## src/crp_pkg.sv

```systemverilog
`default_nettype none

package crp_pkg;

  // frame numbering is fixed by the 6-bit frame field
  localparam int FRAME_W  = 6;
  localparam int FRAMES   = 64;
  localparam int COUNT_W  = 7;
  localparam int CAPACITY = 64;

  // operation codes
  localparam logic [1:0] OP_VICTIM = 2'd0;
  localparam logic [1:0] OP_PIN    = 2'd1;
  localparam logic [1:0] OP_UNPIN  = 2'd2;

  // command item
  typedef struct packed {
    logic [1:0]         operation;
    logic [FRAME_W-1:0] frame;
  } cmd_t;

  // result item
  typedef struct packed {
    logic               found;
    logic [FRAME_W-1:0] victim_frame;
    logic [COUNT_W-1:0] ring_count;
    logic               overflow;
  } result_t;

  // one ring entry as held in the store
  typedef struct packed {
    logic               member;
    logic               refb;
    logic [FRAME_W-1:0] nxt;
    logic [FRAME_W-1:0] prv;
  } entry_t;

  // access request from the sequencer to the entry store
  typedef struct packed {
    logic               rd_en;
    logic [FRAME_W-1:0] rd_addr;
    logic               wr_en;
    logic [FRAME_W-1:0] wr_addr;
    entry_t             wr_data;
  } store_req_t;

endpackage

`default_nettype wire

```

## src/clock_replacement_policy_unit.sv

```systemverilog
`default_nettype none

// CLOCK page replacer for a buffer pool of 64 frames.
// Command channel: an item (operation, frame) is taken at a rising edge with
// start high and busy low. Operations: victim request, pin frame, unpin frame.
// Result channel: done is high for exactly one cycle with the result item on
// result; the receiver cannot stall it, so it must take it in that cycle.
// Ring entries (membership, reference bit, next/prev links) live in one
// RAM with one read and one write port and a registered read; the sequencer
// reads, modifies and writes back one entry per cycle, forwarding a write
// into a read of the same entry.
// An unpin of a member, a refused unpin, a pin of a non-member, a victim
// request on an empty ring or an unpin into an empty ring end in EVAL; an
// unpin into a non-empty ring runs INS1-INS3, a pin of a member UL1-UL3; a
// victim request sweeps past set reference bits (at most the ring size, 64),
// then runs UL1-UL3. Each sweep step is one link read of the RAM.
// A new item can be accepted in the cycle done is high.
// Reset (synchronous, active high) empties the ring at once: valid bits in
// flip-flops clear, hand and count go to zero; no clearing pass is needed.
module clock_replacement_policy_unit #(
  parameter int CAPACITY = crp_pkg::CAPACITY
) (
  input  wire logic             clk,
  input  wire logic             rst,
  input  wire logic             start,
  output logic                  busy,
  input  wire crp_pkg::cmd_t    command,
  output logic                  done,
  output crp_pkg::result_t      result
);

  typedef enum logic [7:0] {
    ST_IDLE = 8'b0000_0001,
    ST_EVAL = 8'b0000_0010,
    ST_UL1  = 8'b0000_0100,
    ST_UL2  = 8'b0000_1000,
    ST_UL3  = 8'b0001_0000,
    ST_INS1 = 8'b0010_0000,
    ST_INS2 = 8'b0100_0000,
    ST_INS3 = 8'b1000_0000
  } state_t;

  localparam int FW = crp_pkg::FRAME_W;
  localparam int CW = crp_pkg::COUNT_W;

  state_t               state, state_next;
  logic [1:0]           op, op_next;
  logic [FW-1:0]        frm, frm_next;
  logic [FW-1:0]        cur, cur_next;
  logic [FW-1:0]        hand, hand_next;
  logic [CW-1:0]        count, count_next;
  logic [FW-1:0]        lp, lp_next;
  logic [FW-1:0]        ln, ln_next;
  logic [FW-1:0]        uf, uf_next;
  logic                 done_next;
  crp_pkg::result_t     res_next;

  crp_pkg::store_req_t  req;
  crp_pkg::entry_t      ent;

  logic                 found_n;
  logic [FW-1:0]        victim_n;
  logic                 ovf_n;
  logic                 ring_full;

  crp_store u_store (
    .clk(clk),
    .rst(rst),
    .req(req),
    .ent(ent)
  );

  assign busy      = (state != ST_IDLE);
  assign ring_full = (32'(count) >= CAPACITY);

  // sequencer
  always_comb begin
    state_next = state;
    op_next    = op;
    frm_next   = frm;
    cur_next   = cur;
    hand_next  = hand;
    count_next = count;
    lp_next    = lp;
    ln_next    = ln;
    uf_next    = uf;
    done_next  = 1'b0;
    res_next   = result;
    req        = '0;
    found_n    = 1'b0;
    victim_n   = '0;
    ovf_n      = 1'b0;

    case (state)
      ST_IDLE: begin
        if (start) begin
          op_next     = command.operation;
          frm_next    = command.frame;
          req.rd_en   = 1'b1;
          req.rd_addr = (command.operation == crp_pkg::OP_VICTIM) ? hand : command.frame;
          cur_next    = req.rd_addr;
          state_next  = ST_EVAL;
        end
      end

      ST_EVAL: begin
        case (op)
          crp_pkg::OP_VICTIM: begin
            if (count == '0) begin
              done_next = 1'b1;
            end else if (ent.refb) begin
              // second chance: clear the bit and move on
              req.wr_en        = 1'b1;
              req.wr_addr      = cur;
              req.wr_data      = ent;
              req.wr_data.refb = 1'b0;
              req.rd_en        = 1'b1;
              req.rd_addr      = ent.nxt;
              cur_next         = ent.nxt;
            end else begin
              hand_next   = ent.nxt;
              uf_next     = cur;
              lp_next     = ent.prv;
              ln_next     = ent.nxt;
              req.rd_en   = 1'b1;
              req.rd_addr = ent.prv;
              state_next  = ST_UL1;
            end
          end
          crp_pkg::OP_PIN: begin
            if (!ent.member) begin
              done_next = 1'b1;
            end else begin
              if (hand == frm) begin
                hand_next = ent.nxt;
              end
              uf_next     = frm;
              lp_next     = ent.prv;
              ln_next     = ent.nxt;
              req.rd_en   = 1'b1;
              req.rd_addr = ent.prv;
              state_next  = ST_UL1;
            end
          end
          crp_pkg::OP_UNPIN: begin
            if (ent.member) begin
              req.wr_en        = 1'b1;
              req.wr_addr      = frm;
              req.wr_data      = ent;
              req.wr_data.refb = 1'b1;
              done_next        = 1'b1;
            end else if (ring_full) begin
              ovf_n     = 1'b1;
              done_next = 1'b1;
            end else if (count == '0) begin
              // first entry links to itself
              req.wr_en   = 1'b1;
              req.wr_addr = frm;
              req.wr_data = '{member: 1'b1, refb: 1'b1, nxt: frm, prv: frm};
              hand_next   = frm;
              count_next  = count + CW'(1);
              done_next   = 1'b1;
            end else begin
              req.rd_en   = 1'b1;
              req.rd_addr = hand;
              state_next  = ST_INS1;
            end
          end
          default: begin
            done_next = 1'b1;
          end
        endcase
      end

      // unlink: prev.nxt <= next
      ST_UL1: begin
        req.wr_en       = 1'b1;
        req.wr_addr     = lp;
        req.wr_data     = ent;
        req.wr_data.nxt = ln;
        req.rd_en       = 1'b1;
        req.rd_addr     = ln;
        state_next      = ST_UL2;
      end

      // unlink: next.prv <= prev
      ST_UL2: begin
        req.wr_en       = 1'b1;
        req.wr_addr     = ln;
        req.wr_data     = ent;
        req.wr_data.prv = lp;
        req.rd_en       = 1'b1;
        req.rd_addr     = uf;
        state_next      = ST_UL3;
      end

      // unlink: drop membership and bit
      ST_UL3: begin
        req.wr_en          = 1'b1;
        req.wr_addr        = uf;
        req.wr_data        = ent;
        req.wr_data.member = 1'b0;
        req.wr_data.refb   = 1'b0;
        count_next         = count - CW'(1);
        found_n            = (op == crp_pkg::OP_VICTIM);
        victim_n           = found_n ? uf : '0;
        done_next          = 1'b1;
        state_next         = ST_IDLE;
      end

      // insert before hand: hand.prv <= frame, fetch old prev
      ST_INS1: begin
        lp_next         = ent.prv;
        req.wr_en       = 1'b1;
        req.wr_addr     = hand;
        req.wr_data     = ent;
        req.wr_data.prv = frm;
        req.rd_en       = 1'b1;
        req.rd_addr     = ent.prv;
        state_next      = ST_INS2;
      end

      // old prev.nxt <= frame
      ST_INS2: begin
        req.wr_en       = 1'b1;
        req.wr_addr     = lp;
        req.wr_data     = ent;
        req.wr_data.nxt = frm;
        state_next      = ST_INS3;
      end

      // new entry
      ST_INS3: begin
        req.wr_en   = 1'b1;
        req.wr_addr = frm;
        req.wr_data = '{member: 1'b1, refb: 1'b1, nxt: hand, prv: lp};
        count_next  = count + CW'(1);
        done_next   = 1'b1;
      end

      default: begin
        state_next = ST_IDLE;
      end
    endcase

    // result item goes out the cycle after the last step
    if (done_next) begin
      state_next = ST_IDLE;
      res_next   = '{found: found_n, victim_frame: victim_n,
                     ring_count: count_next, overflow: ovf_n};
    end
  end

  // control state
  always_ff @(posedge clk) begin
    if (rst) begin
      state <= ST_IDLE;
      hand  <= '0;
      count <= '0;
      done  <= 1'b0;
    end else begin
      state <= state_next;
      hand  <= hand_next;
      count <= count_next;
      done  <= done_next;
    end
  end

  // payload
  always_ff @(posedge clk) begin
    op     <= op_next;
    frm    <= frm_next;
    cur    <= cur_next;
    lp     <= lp_next;
    ln     <= ln_next;
    uf     <= uf_next;
    result <= res_next;
  end

  // checks
  a_accept_busy: assert property (@(posedge clk) disable iff (rst)
    (start && !busy) |=> busy)
    else $error("accepted item did not start the sequencer");

  a_write_busy: assert property (@(posedge clk) disable iff (rst)
    req.wr_en |-> busy)
    else $error("store write while idle");

  a_found_ovf: assert property (@(posedge clk) disable iff (rst)
    done |-> !(result.found && result.overflow))
    else $error("result flags both found and overflow");

  a_count_max: assert property (@(posedge clk) disable iff (rst)
    32'(count) <= crp_pkg::FRAMES)
    else $error("ring count above frame count");

  a_evict_count: assert property (@(posedge clk) disable iff (rst)
    (done && result.found) |-> (32'(result.ring_count) + 1 == 32'($past(count))))
    else $error("eviction did not shrink the ring by one");

endmodule

`default_nettype wire

```

## src/crp_ram.sv

```systemverilog
`default_nettype none

// simple dual-port RAM, registered read
module crp_ram #(
  parameter int WIDTH = 8,
  parameter int DEPTH = 64
) (
  input  wire logic                     clk,
  input  wire logic                     wr_en,
  input  wire logic [$clog2(DEPTH)-1:0] wr_addr,
  input  wire logic [WIDTH-1:0]         wr_data,
  input  wire logic                     rd_en,
  input  wire logic [$clog2(DEPTH)-1:0] rd_addr,
  output logic      [WIDTH-1:0]         rd_data
);

  logic [WIDTH-1:0] mem [DEPTH];

  always_ff @(posedge clk) begin
    if (wr_en) begin
      mem[wr_addr] <= wr_data;
    end
    if (rd_en) begin
      rd_data <= mem[rd_addr];
    end
  end

endmodule

`default_nettype wire

```

## src/crp_store.sv

```systemverilog
`default_nettype none

// entry store: RAM, per-entry valid bits and write-to-read forwarding
module crp_store (
  input  wire logic                clk,
  input  wire logic                rst,
  input  wire crp_pkg::store_req_t req,
  output crp_pkg::entry_t          ent
);

  logic [crp_pkg::FRAMES-1:0] valid;
  logic                       vld_q;
  logic                       fwd_hit;
  crp_pkg::entry_t            fwd_data;
  logic [$bits(crp_pkg::entry_t)-1:0] rdata;

  crp_ram #(
    .WIDTH($bits(crp_pkg::entry_t)),
    .DEPTH(crp_pkg::FRAMES)
  ) u_ram (
    .clk    (clk),
    .wr_en  (req.wr_en),
    .wr_addr(req.wr_addr),
    .wr_data(req.wr_data),
    .rd_en  (req.rd_en),
    .rd_addr(req.rd_addr),
    .rd_data(rdata)
  );

  // valid bits: an entry never written reads as all zero
  always_ff @(posedge clk) begin
    if (rst) begin
      valid   <= '0;
      fwd_hit <= 1'b0;
    end else begin
      if (req.wr_en) begin
        valid[req.wr_addr] <= 1'b1;
      end
      fwd_hit <= req.rd_en && req.wr_en && (req.rd_addr == req.wr_addr);
    end
  end

  // read side registers, captured with the RAM read
  always_ff @(posedge clk) begin
    if (req.rd_en) begin
      vld_q    <= valid[req.rd_addr];
      fwd_data <= req.wr_data;
    end
  end

  // same-address write in the read cycle wins
  always_comb begin
    if (fwd_hit) begin
      ent = fwd_data;
    end else if (vld_q) begin
      ent = crp_pkg::entry_t'(rdata);
    end else begin
      ent = '0;
    end
  end

endmodule

`default_nettype wire

```

## config.mk

```make
export PLATFORM = sky130hd
export DESIGN_NAME = clock_replacement_policy_unit
export DESIGN_NICKNAME = d
export VERILOG_FILES = /design/src/crp_pkg.sv /design/src/clock_replacement_policy_unit.sv /design/src/crp_ram.sv /design/src/crp_store.sv
export SDC_FILE = /design/constraint.sdc
export NUM_CORES = 1
export LEC_CHECK = 0
export BUFFER_PORTS_ARGS = -buffer_cell sky130_fd_sc_hd__buf_2
export CORE_MARGIN = 5
export CORE_UTILIZATION = 40
export CTS_CLUSTER_SIZE = 8
export DETAILED_ROUTE_END_ITERATION = 7
export RECOVER_POWER = 100
export SYNTH_ARGS = -nofsm -noshare
export SYNTH_HDL_FRONTEND = slang
export SYNTH_SLANG_ARGS = --single-unit
```

## constraint.sdc

```tcl
create_clock -name clk -period 15.8 [get_ports clk]
set_input_delay 3.16 -clock clk [delete_from_list [all_inputs] [get_ports clk]]
set_output_delay 3.16 -clock clk [all_outputs]
set_load 0.05 [all_outputs]
```

==> impl_metrics.prom, run 1 <==
# TYPE chip_impl_metric gauge
chip_impl_info{name="run_status",value="finished, violations left"} 1
chip_impl_info{name="violations",value="max-capacitance violations, max-slew violations"} 1
chip_impl_metric{name="holdWs",unit="ps"} 462
chip_impl_metric{name="synth-edff-count",unit=""} 972
chip_impl_metric{name="syn_inst",unit=""} 3191
chip_impl_metric{name="grt_remaining_overflow",unit=""} 0
chip_impl_metric{name="synth-seq-area-share",unit="%"} 70.0
chip_impl_metric{name="grt_first_pass_wirelength",unit="um"} 194000
chip_impl_metric{name="numPlacedInstances",unit=""} 4602
chip_impl_metric{name="floorplan.initialDensity",unit="%"} 40.4
chip_impl_metric{name="synthesis.area",unit="mm2"} 0.0442
chip_impl_info{name="worstSetupEndpoint",value="u_store.u_ram.rd_data[11]"} 1
chip_impl_metric{name="worst_r2r_path_depth",unit=""} 11
chip_impl_metric{name="postCtsResizedCells",unit=""} 0
chip_impl_info{name="layout.cells.most_common",value="sky130_fd_sc_hd__edfxtp_1"} 1
chip_impl_metric{name="layoutNonFillerInstCount",unit=""} 4793
chip_impl_info{name="endpoint_kind",value="register"} 1
chip_impl_metric{name="totalWireLength",unit="um"} 135000
chip_impl_metric{name="buffer_ports.inserted",unit=""} 27
chip_impl_metric{name="setup_viol",unit=""} 0
chip_impl_metric{name="areaGrowthSynthToFinish",unit="%"} 13.6
chip_impl_metric{name="ir_drop",unit="mV"} 0.0980
chip_impl_metric{name="grt_start_max_net_pins",unit=""} 145
chip_impl_metric{name="grt_pass1_vias",unit=""} 27100
chip_impl_metric{name="postSynthRegisterBits",unit=""} 1059
chip_impl_metric{name="timing_hold_violations_final",unit=""} 0
chip_impl_metric{name="gr-usage-all-layers",unit="%"} 22.4
chip_impl_metric{name="nets",unit=""} 3295
chip_impl_metric{name="cts_buffers",unit=""} 150
chip_impl_metric{name="ratio_of_cells_with_drive_above_1_in_the_final_layout",unit="%"} 8.86
chip_impl_metric{name="slew_headroom",unit="%"} -162
chip_impl_metric{name="area_of_the_core",unit="mm2"} 0.109
chip_impl_info{name="critical_path.startpoint_type",value="input port"} 1
chip_impl_metric{name="post_synth.cell_area_avg",unit="um2"} 13.8
chip_impl_metric{name="worst-slew-pin-transition",unit="ps"} 3920
chip_impl_metric{name="power_leakage",unit="nW"} 16.9
chip_impl_metric{name="clockBufferDepth",unit=""} 3
chip_impl_metric{name="worst-path-max-fanout",unit=""} 66
chip_impl_metric{name="antenna-diode-count",unit=""} 0
chip_impl_metric{name="reg2reg_slack",unit="ps"} 5610
chip_impl_metric{name="cellPowerDensity",unit="mW/mm2"} 140
chip_impl_metric{name="vias",unit=""} 28800
chip_impl_metric{name="post_synthesis_net_count",unit=""} 3208
chip_impl_metric{name="cts_post_setup_buffers_inserted",unit=""} 0
chip_impl_metric{name="num_io_pins",unit=""} 28
chip_impl_metric{name="cpPeakStageDelay",unit="ps"} 2790
chip_impl_metric{name="cts_max_level",unit=""} 4
chip_impl_metric{name="dieArea",unit="mm2"} 0.117
chip_impl_info{name="critical-path-slowest-cell",value="sky130_fd_sc_hd__clkbuf_1"} 1
chip_impl_metric{name="report.final.slew_viol_count",unit=""} 1377
chip_impl_metric{name="clk_pin_slew",unit="ps"} 50
chip_impl_info{name="cts_root_buf",value="sky130_fd_sc_hd__clkbuf_16"} 1
chip_impl_info{name="crit_type",value="input port to register"} 1
chip_impl_info{name="timing.critical_path.cells",value="buf_2 > nor2_1 > mux2i_1 > o22ai_1 > a31oi_1 > clkbuf_1 > nand2_1 > clkbuf_1 > a2111oi_0 > nor4_1 > o22ai_1 > or4_1"} 1
chip_impl_metric{name="fin_crit",unit="ps"} 11220
chip_impl_metric{name="synth.distinct_cells",unit=""} 78
chip_impl_metric{name="tritoncts_num_sinks",unit=""} 1059
chip_impl_metric{name="rows",unit=""} 121
chip_impl_metric{name="cp.required",unit="ps"} 16270
chip_impl_metric{name="cts_hold_repair.buffers",unit=""} 0
chip_impl_metric{name="setup_tns",unit="ps"} 0
chip_impl_metric{name="drc",unit=""} 0
chip_impl_info{name="cp-startpoint",value="command[7]"} 1
chip_impl_metric{name="worst_path_arrival",unit="ps"} 11690
chip_impl_info{name="hold_class",value="register to register"} 1
chip_impl_metric{name="finalCoreUtilization",unit="%"} 45.9
chip_impl_info{name="rsz_0062_raised_after_global_routing",value="no"} 1
chip_impl_metric{name="detail-route-antenna-nets",unit=""} 0
chip_impl_metric{name="first_iter_violations",unit=""} 3587
chip_impl_metric{name="antenna_found_initial",unit=""} 3
chip_impl_metric{name="period_share",unit="%"} 71.0
chip_impl_metric{name="synthArstFlopShare",unit="%"} 0
chip_impl_info{name="crit_reg_reg_startpoint",value="state[7]"} 1
chip_impl_info{name="synth-main-ff-cell",value="sky130_fd_sc_hd__edfxtp_1"} 1
chip_impl_metric{name="synth-warning-count",unit=""} 0
chip_impl_metric{name="dp_hpwl",unit="um"} 78200
chip_impl_metric{name="skew",unit="ps"} 38.6
chip_impl_metric{name="vias_per_cell",unit=""} 6.01
chip_impl_info{name="reg2reg_to",value="u_store.u_ram.rd_data[11]"} 1
chip_impl_metric{name="detailedRoute.firstPassIterationCount",unit=""} 6
chip_impl_info{name="cts_tree",value="yes"} 1
chip_impl_metric{name="final_replace_weighted_congestion",unit=""} 0.885
chip_impl_info{name="layout_common_cells",value="972 x sky130_fd_sc_hd__edfxtp_1, 396 x sky130_fd_sc_hd__nand2_1, 317 x sky130_fd_sc_hd__mux2i_1"} 1
chip_impl_metric{name="die_w",unit="um"} 342
chip_impl_metric{name="drv.max_cap_violation_count",unit=""} 32
chip_impl_metric{name="clock_insertion_delay_worst_skew",unit="ps"} 750
chip_impl_metric{name="floorplan.die.height",unit="um"} 342
chip_impl_metric{name="route.detailed.wl_per_inst",unit="um"} 28.2
chip_impl_metric{name="achievable_freq",unit="GHz"} 0.0891
==> through the flow <==
stage,total power [W],worst slack [ps],cell area [um2]
after floorplan,0.00380,9520,44200
after global placement,0.00416,6900,46400
after detailed placement,0.00416,7220,46400
after CTS,0.00704,7960,50500
after global routing,0.00722,4440,50200
final,0.00702,4580,50200
==> state kept, by name (all words and copies together) (netlist names) <==
name,flops
cur,6
op,2
done,1
u_store.u_ram.rd_data,14
frm,6
hand,6
uf,6
ln,6
state,8
count,7
u_store.fwd_data,14
u_store.valid,64
u_store.vld_q,1
u_store.u_ram.mem,896
lp,6
u_store.fwd_hit,1
result,15
==> synth_stat cells, types with 19 or more instances <==
cell	count	area share [%]
sky130_fd_sc_hd__nand2_1	398	3.4
sky130_fd_sc_hd__a22oi_1	39	0.66
sky130_fd_sc_hd__nor2_1	191	1.6
sky130_fd_sc_hd__nand3_1	87	0.99
sky130_fd_sc_hd__buf_2	80	0.91
sky130_fd_sc_hd__and3_1	65	0.92
sky130_fd_sc_hd__o22ai_1	41	0.58
sky130_fd_sc_hd__nand4_1	25	0.35
sky130_fd_sc_hd__nor3_1	177	2.0
sky130_fd_sc_hd__a2111oi_0	52	1.0
sky130_fd_sc_hd__edfxtp_1	972	66
sky130_fd_sc_hd__mux2i_1	317	7.2
sky130_fd_sc_hd__a22o_1	30	0.59
sky130_fd_sc_hd__o21ai_0	36	0.41
sky130_fd_sc_hd__dfxtp_1	87	3.9
sky130_fd_sc_hd__a21oi_1	92	1.0
sky130_fd_sc_hd__nor4_1	38	0.54
sky130_fd_sc_hd__clkbuf_1	90	0.76
sky130_fd_sc_hd__mux2_2	39	0.99
sky130_fd_sc_hd__a211oi_1	48	0.82
sky130_fd_sc_hd__o41ai_1	19	0.38
==> critical path, delay by kind of cell <==
kind / cells / cell delay (ps)
compound gates: 4 / 1180
simple gates: 4 / 3830
mux: 1 / 210
buf+inv: 3 / 3230
==> report_power, final <==
group / leakage, nW / internal, W / switching [W]
Combinational: 6.45 / 0.000279 / 0.000690
Clock: 2.02 / 0.00176 / 0.00113
Sequential: 8.40 / 0.00311 / 0.0000455
Total: 16.9 / 0.00516 / 0.00187
==> layout make-up <==
cell class	instances	area, um2
Timing Repair Buffer	140	728
Sequential cell	1059	30900
Fill cell	9765	59100
Multi-Input combinational cell	1916	12500
Clock buffer	183	4040
Tap cell	1476	1850
Inverter	11	41.3
Clock inverter	8	100
==> metal layers <==
layer	part of all wire (%)	GRT usage, %	wire [um]
met3	9.1	4.34	12300
met4	4.6	9.54	6150
met5	0.013	0	17
met1	41	31.2	55300
met2	45	34.6	61200
==> cells by family (layout without fill, tap and decap cells) <==
| group | count (synthesis) | after routing | synth area share (%) |
|---|---|---|---|
| AND/OR/NAND/NOR | 1065 | 1065 | 11.2 |
| flip-flops | 1059 | 1059 | 70.0 |
| AO/OA/AOI/OAI | 474 | 474 | 7.82 |
| multiplexers | 356 | 356 | 8.18 |
| buffers and inverters | 216 | 342 | 2.33 |
| XOR/XNOR | 15 | 15 | 0.297 |
| adder cells (fa/ha/maj) | 6 | 6 | 0.170 |
==> worst min path at each step <==
| stage | from | endpoint | slack [ps] | cells after the start |
|---|---|---|---|---|
| after CTS | u_store.valid[31] | u_store.valid[31] | 470 | 2 |
| after global placement | u_store.valid[60] | u_store.valid[60] | 450 | 2 |
| after floorplan | u_store.valid[0] | u_store.valid[0] | 440 | 2 |
| after global routing | u_store.valid[1] | u_store.valid[1] | 490 | 2 |
| after detailed placement | u_store.valid[30] | u_store.valid[30] | 450 | 2 |
| final | u_store.valid[50] | u_store.valid[50] | 460 | 2 |
Note: power is estimated with default switching activity, not from simulation.
==> run 2, diff against run 1 <==
Clock period 15.8 ns to 9.55 ns, I/O delays scaled along.
==> impl_metrics.prom, run 2 (synthesis results as in run 1) <==
# TYPE chip_impl_metric gauge
chip_impl_info{name="run_status",value="finished, violations left"} 1
chip_impl_info{name="violations",value="max-capacitance violations, max-slew violations"} 1
chip_impl_metric{name="period_share",unit="%"} 80.8
chip_impl_info{name="endpoint_kind",value="register"} 1
chip_impl_metric{name="slew_headroom",unit="%"} -286
chip_impl_metric{name="num_io_pins",unit=""} 28
chip_impl_metric{name="tritoncts_num_sinks",unit=""} 1059
chip_impl_metric{name="totalWireLength",unit="um"} 136000
chip_impl_metric{name="cts_hold_repair.buffers",unit=""} 0
chip_impl_metric{name="grt_start_max_net_pins",unit=""} 91
chip_impl_metric{name="vias_per_cell",unit=""} 6.01
chip_impl_info{name="reg2reg_to",value="u_store.u_ram.mem[0][2]"} 1
chip_impl_metric{name="hold_path_depth",unit=""} 2
chip_impl_info{name="rsz_0062_raised_after_global_routing",value="no"} 1
chip_impl_metric{name="grt_remaining_overflow",unit=""} 0
chip_impl_metric{name="dp_hpwl",unit="um"} 80900
chip_impl_metric{name="cts_buffers",unit=""} 150
chip_impl_metric{name="skew",unit="ps"} 36.7
chip_impl_info{name="whs_endpoint",value="u_store.valid[31]"} 1
chip_impl_metric{name="power_leakage",unit="nW"} 16.9
chip_impl_metric{name="final_replace_weighted_congestion",unit=""} 0.874
chip_impl_info{name="cts_root_buf",value="sky130_fd_sc_hd__clkbuf_16"} 1
chip_impl_metric{name="cts_max_level",unit=""} 4
chip_impl_info{name="top_layer",value="met5"} 1
chip_impl_metric{name="setup_viol",unit=""} 0
chip_impl_metric{name="first_iter_violations",unit=""} 3598
chip_impl_metric{name="postCtsResizedCells",unit=""} 0
chip_impl_metric{name="die_w",unit="um"} 342
chip_impl_metric{name="detail-route-antenna-nets",unit=""} 0
chip_impl_info{name="hold_class",value="register to register"} 1
chip_impl_metric{name="worst_path_arrival",unit="ps"} 8330
chip_impl_metric{name="floorplan.initialDensity",unit="%"} 40.4
chip_impl_metric{name="clk_pin_slew",unit="ps"} 50
chip_impl_info{name="crit_type",value="input port to register"} 1
chip_impl_metric{name="timing_hold_violations_final",unit=""} 0
chip_impl_info{name="cts_tree",value="yes"} 1
chip_impl_metric{name="grt_first_pass_wirelength",unit="um"} 195000
chip_impl_info{name="critical-path-slowest-cell",value="sky130_fd_sc_hd__nor2_1"} 1
chip_impl_metric{name="largest_reg_flops",unit=""} 896
chip_impl_metric{name="achievable_freq",unit="GHz"} 0.130
chip_impl_metric{name="worst-path-max-fanout",unit=""} 42
chip_impl_info{name="layout_common_cells",value="972 x sky130_fd_sc_hd__edfxtp_1, 395 x sky130_fd_sc_hd__nand2_1, 317 x sky130_fd_sc_hd__mux2i_1"} 1
chip_impl_metric{name="rows",unit=""} 121
chip_impl_metric{name="ratio_of_cells_with_drive_above_1_in_the_final_layout",unit="%"} 9.00
chip_impl_info{name="largest_registers",value="u_store.u_ram.mem x896, u_store.valid x64, result x15"} 1
chip_impl_metric{name="met3RoutedLength",unit="um"} 13200
chip_impl_info{name="cpMostUsedCell",value="sky130_fd_sc_hd__nor2_1"} 1
chip_impl_metric{name="worst-slew-pin-transition",unit="ps"} 5730
chip_impl_metric{name="nets",unit=""} 3307
chip_impl_metric{name="cp.required",unit="ps"} 10160
chip_impl_metric{name="clock_insertion_delay_worst_skew",unit="ps"} 760
chip_impl_metric{name="worst_r2r_path_depth",unit=""} 6
chip_impl_metric{name="ir_drop",unit="mV"} 0.170
chip_impl_metric{name="dieArea",unit="mm2"} 0.117
chip_impl_metric{name="detail_route.wirelength.met1",unit="um"} 55600
chip_impl_metric{name="power.total",unit="W"} 0.0116
chip_impl_metric{name="grt_pass1_vias",unit=""} 27400
chip_impl_metric{name="gr-usage-all-layers",unit="%"} 22.6
chip_impl_metric{name="areaGrowthSynthToFinish",unit="%"} 13.8
chip_impl_metric{name="fin_crit",unit="ps"} 7710
chip_impl_info{name="worst_hold_startpoint",value="u_store.valid[31]"} 1
chip_impl_metric{name="drv.max_cap_violation_count",unit=""} 30
chip_impl_info{name="crit_reg_reg_startpoint",value="state[7]"} 1
chip_impl_metric{name="floorplan.die.height",unit="um"} 342
chip_impl_info{name="critical_path.startpoint_type",value="input port"} 1
chip_impl_metric{name="wl_met2",unit="um"} 60400
chip_impl_metric{name="route.detailed.wl_per_inst",unit="um"} 28.2
chip_impl_metric{name="setup_tns",unit="ps"} 0
chip_impl_metric{name="report.final.slew_viol_count",unit=""} 1182
chip_impl_metric{name="reg2reg_slack",unit="ps"} 1900
chip_impl_metric{name="cts_post_setup_buffers_inserted",unit=""} 0
chip_impl_info{name="regMostFlops",value="u_store.u_ram.mem"} 1
chip_impl_info{name="layout.cells.most_common",value="sky130_fd_sc_hd__edfxtp_1"} 1
chip_impl_metric{name="area_of_the_core",unit="mm2"} 0.109
chip_impl_metric{name="buffer_ports.inserted",unit=""} 27
chip_impl_metric{name="clockBufferDepth",unit=""} 3
chip_impl_metric{name="drc",unit=""} 0
chip_impl_metric{name="cellPowerDensity",unit="mW/mm2"} 232
chip_impl_metric{name="detailedRoute.firstPassIterationCount",unit=""} 6
chip_impl_info{name="timing.critical_path.cells",value="buf_2 > nor2_1 > mux2i_1 > o22ai_1 > a31o_1 > nor2_1 > buf_4 > nand4_1 > o32ai_1 > or4_1 > or3_1"} 1
chip_impl_metric{name="vias",unit=""} 28900
chip_impl_metric{name="cpPeakStageDelay",unit="ps"} 2310
chip_impl_metric{name="antenna_found_initial",unit=""} 4
run 2: power by group:
group | switching (W) | internal, W
Sequential | 0.0000805 | 0.00515
Clock | 0.00187 | 0.00290
Combinational | 0.00116 | 0.000470
Total | 0.00311 | 0.00852
run 2: routing by layer:
| layer | vias to the layer above | GRT usage, % |
|---|---|---|
| met5 | - | 0 |
| met4 | 4 | 9.43 |
| met3 | 308 | 5.13 |
| met2 | 1604 | 34.4 |
| met1 | 14500 | 31.5 |
| li1 | 12500 | - |
run 2: layout make-up:
type                       count  area (um2)
antenna                        2        5.00
clock buffer                 186        4020
clock inverter                 9         104
fill                        9707       59100
inverter                      11        41.3
multi-input combinational   1916       12500
sequential                  1059       30900
tap                         1476        1850
timing repair buffer         152         847
run 2: worst max path at each step:
stage | startpoint | endpoint | slack (ps) | cells after the start
3_5_place_dp | command[7] | u_store.u_ram.rd_data[0] | 2600 | 11
2_1_floorplan | state[7] | u_store.fwd_data[10] | 4360 | 7
4_1_cts | count[0] | u_store.u_ram.rd_data[0] | 3370 | 12
6_report | command[7] | u_store.u_ram.rd_data[4] | 1840 | 11
5_1_grt | state[7] | u_store.u_ram.mem[0][2] | 1710 | 6
3_3_place_gp | command[7] | u_store.u_ram.rd_data[4] | 2480 | 11
run 2: critical path: cells and delay by family:
family,cells,cell delay (ps)
compound gates,3,1370
buf+inv,2,870
mux,1,300
simple gates,5,3770
run 2: stage by stage:
step / worst slack [ps] / cells / cell area (um2) / hold WS, ps / util, %
finish: 1840 / 4811 / 50200 / 464 / 46.0
global route: 1710 / 4809 / 50200 / 487 / 46.0
CTS: 3370 / 4809 / 50600 / 467 / 46.3
global placement: 2480 / 4613 / 46500 / 446 / 42.5
floorplan: 4360 / 3191 / 44200 / 436 / -
detailed placement: 2600 / 4614 / 46500 / 455 / 42.5
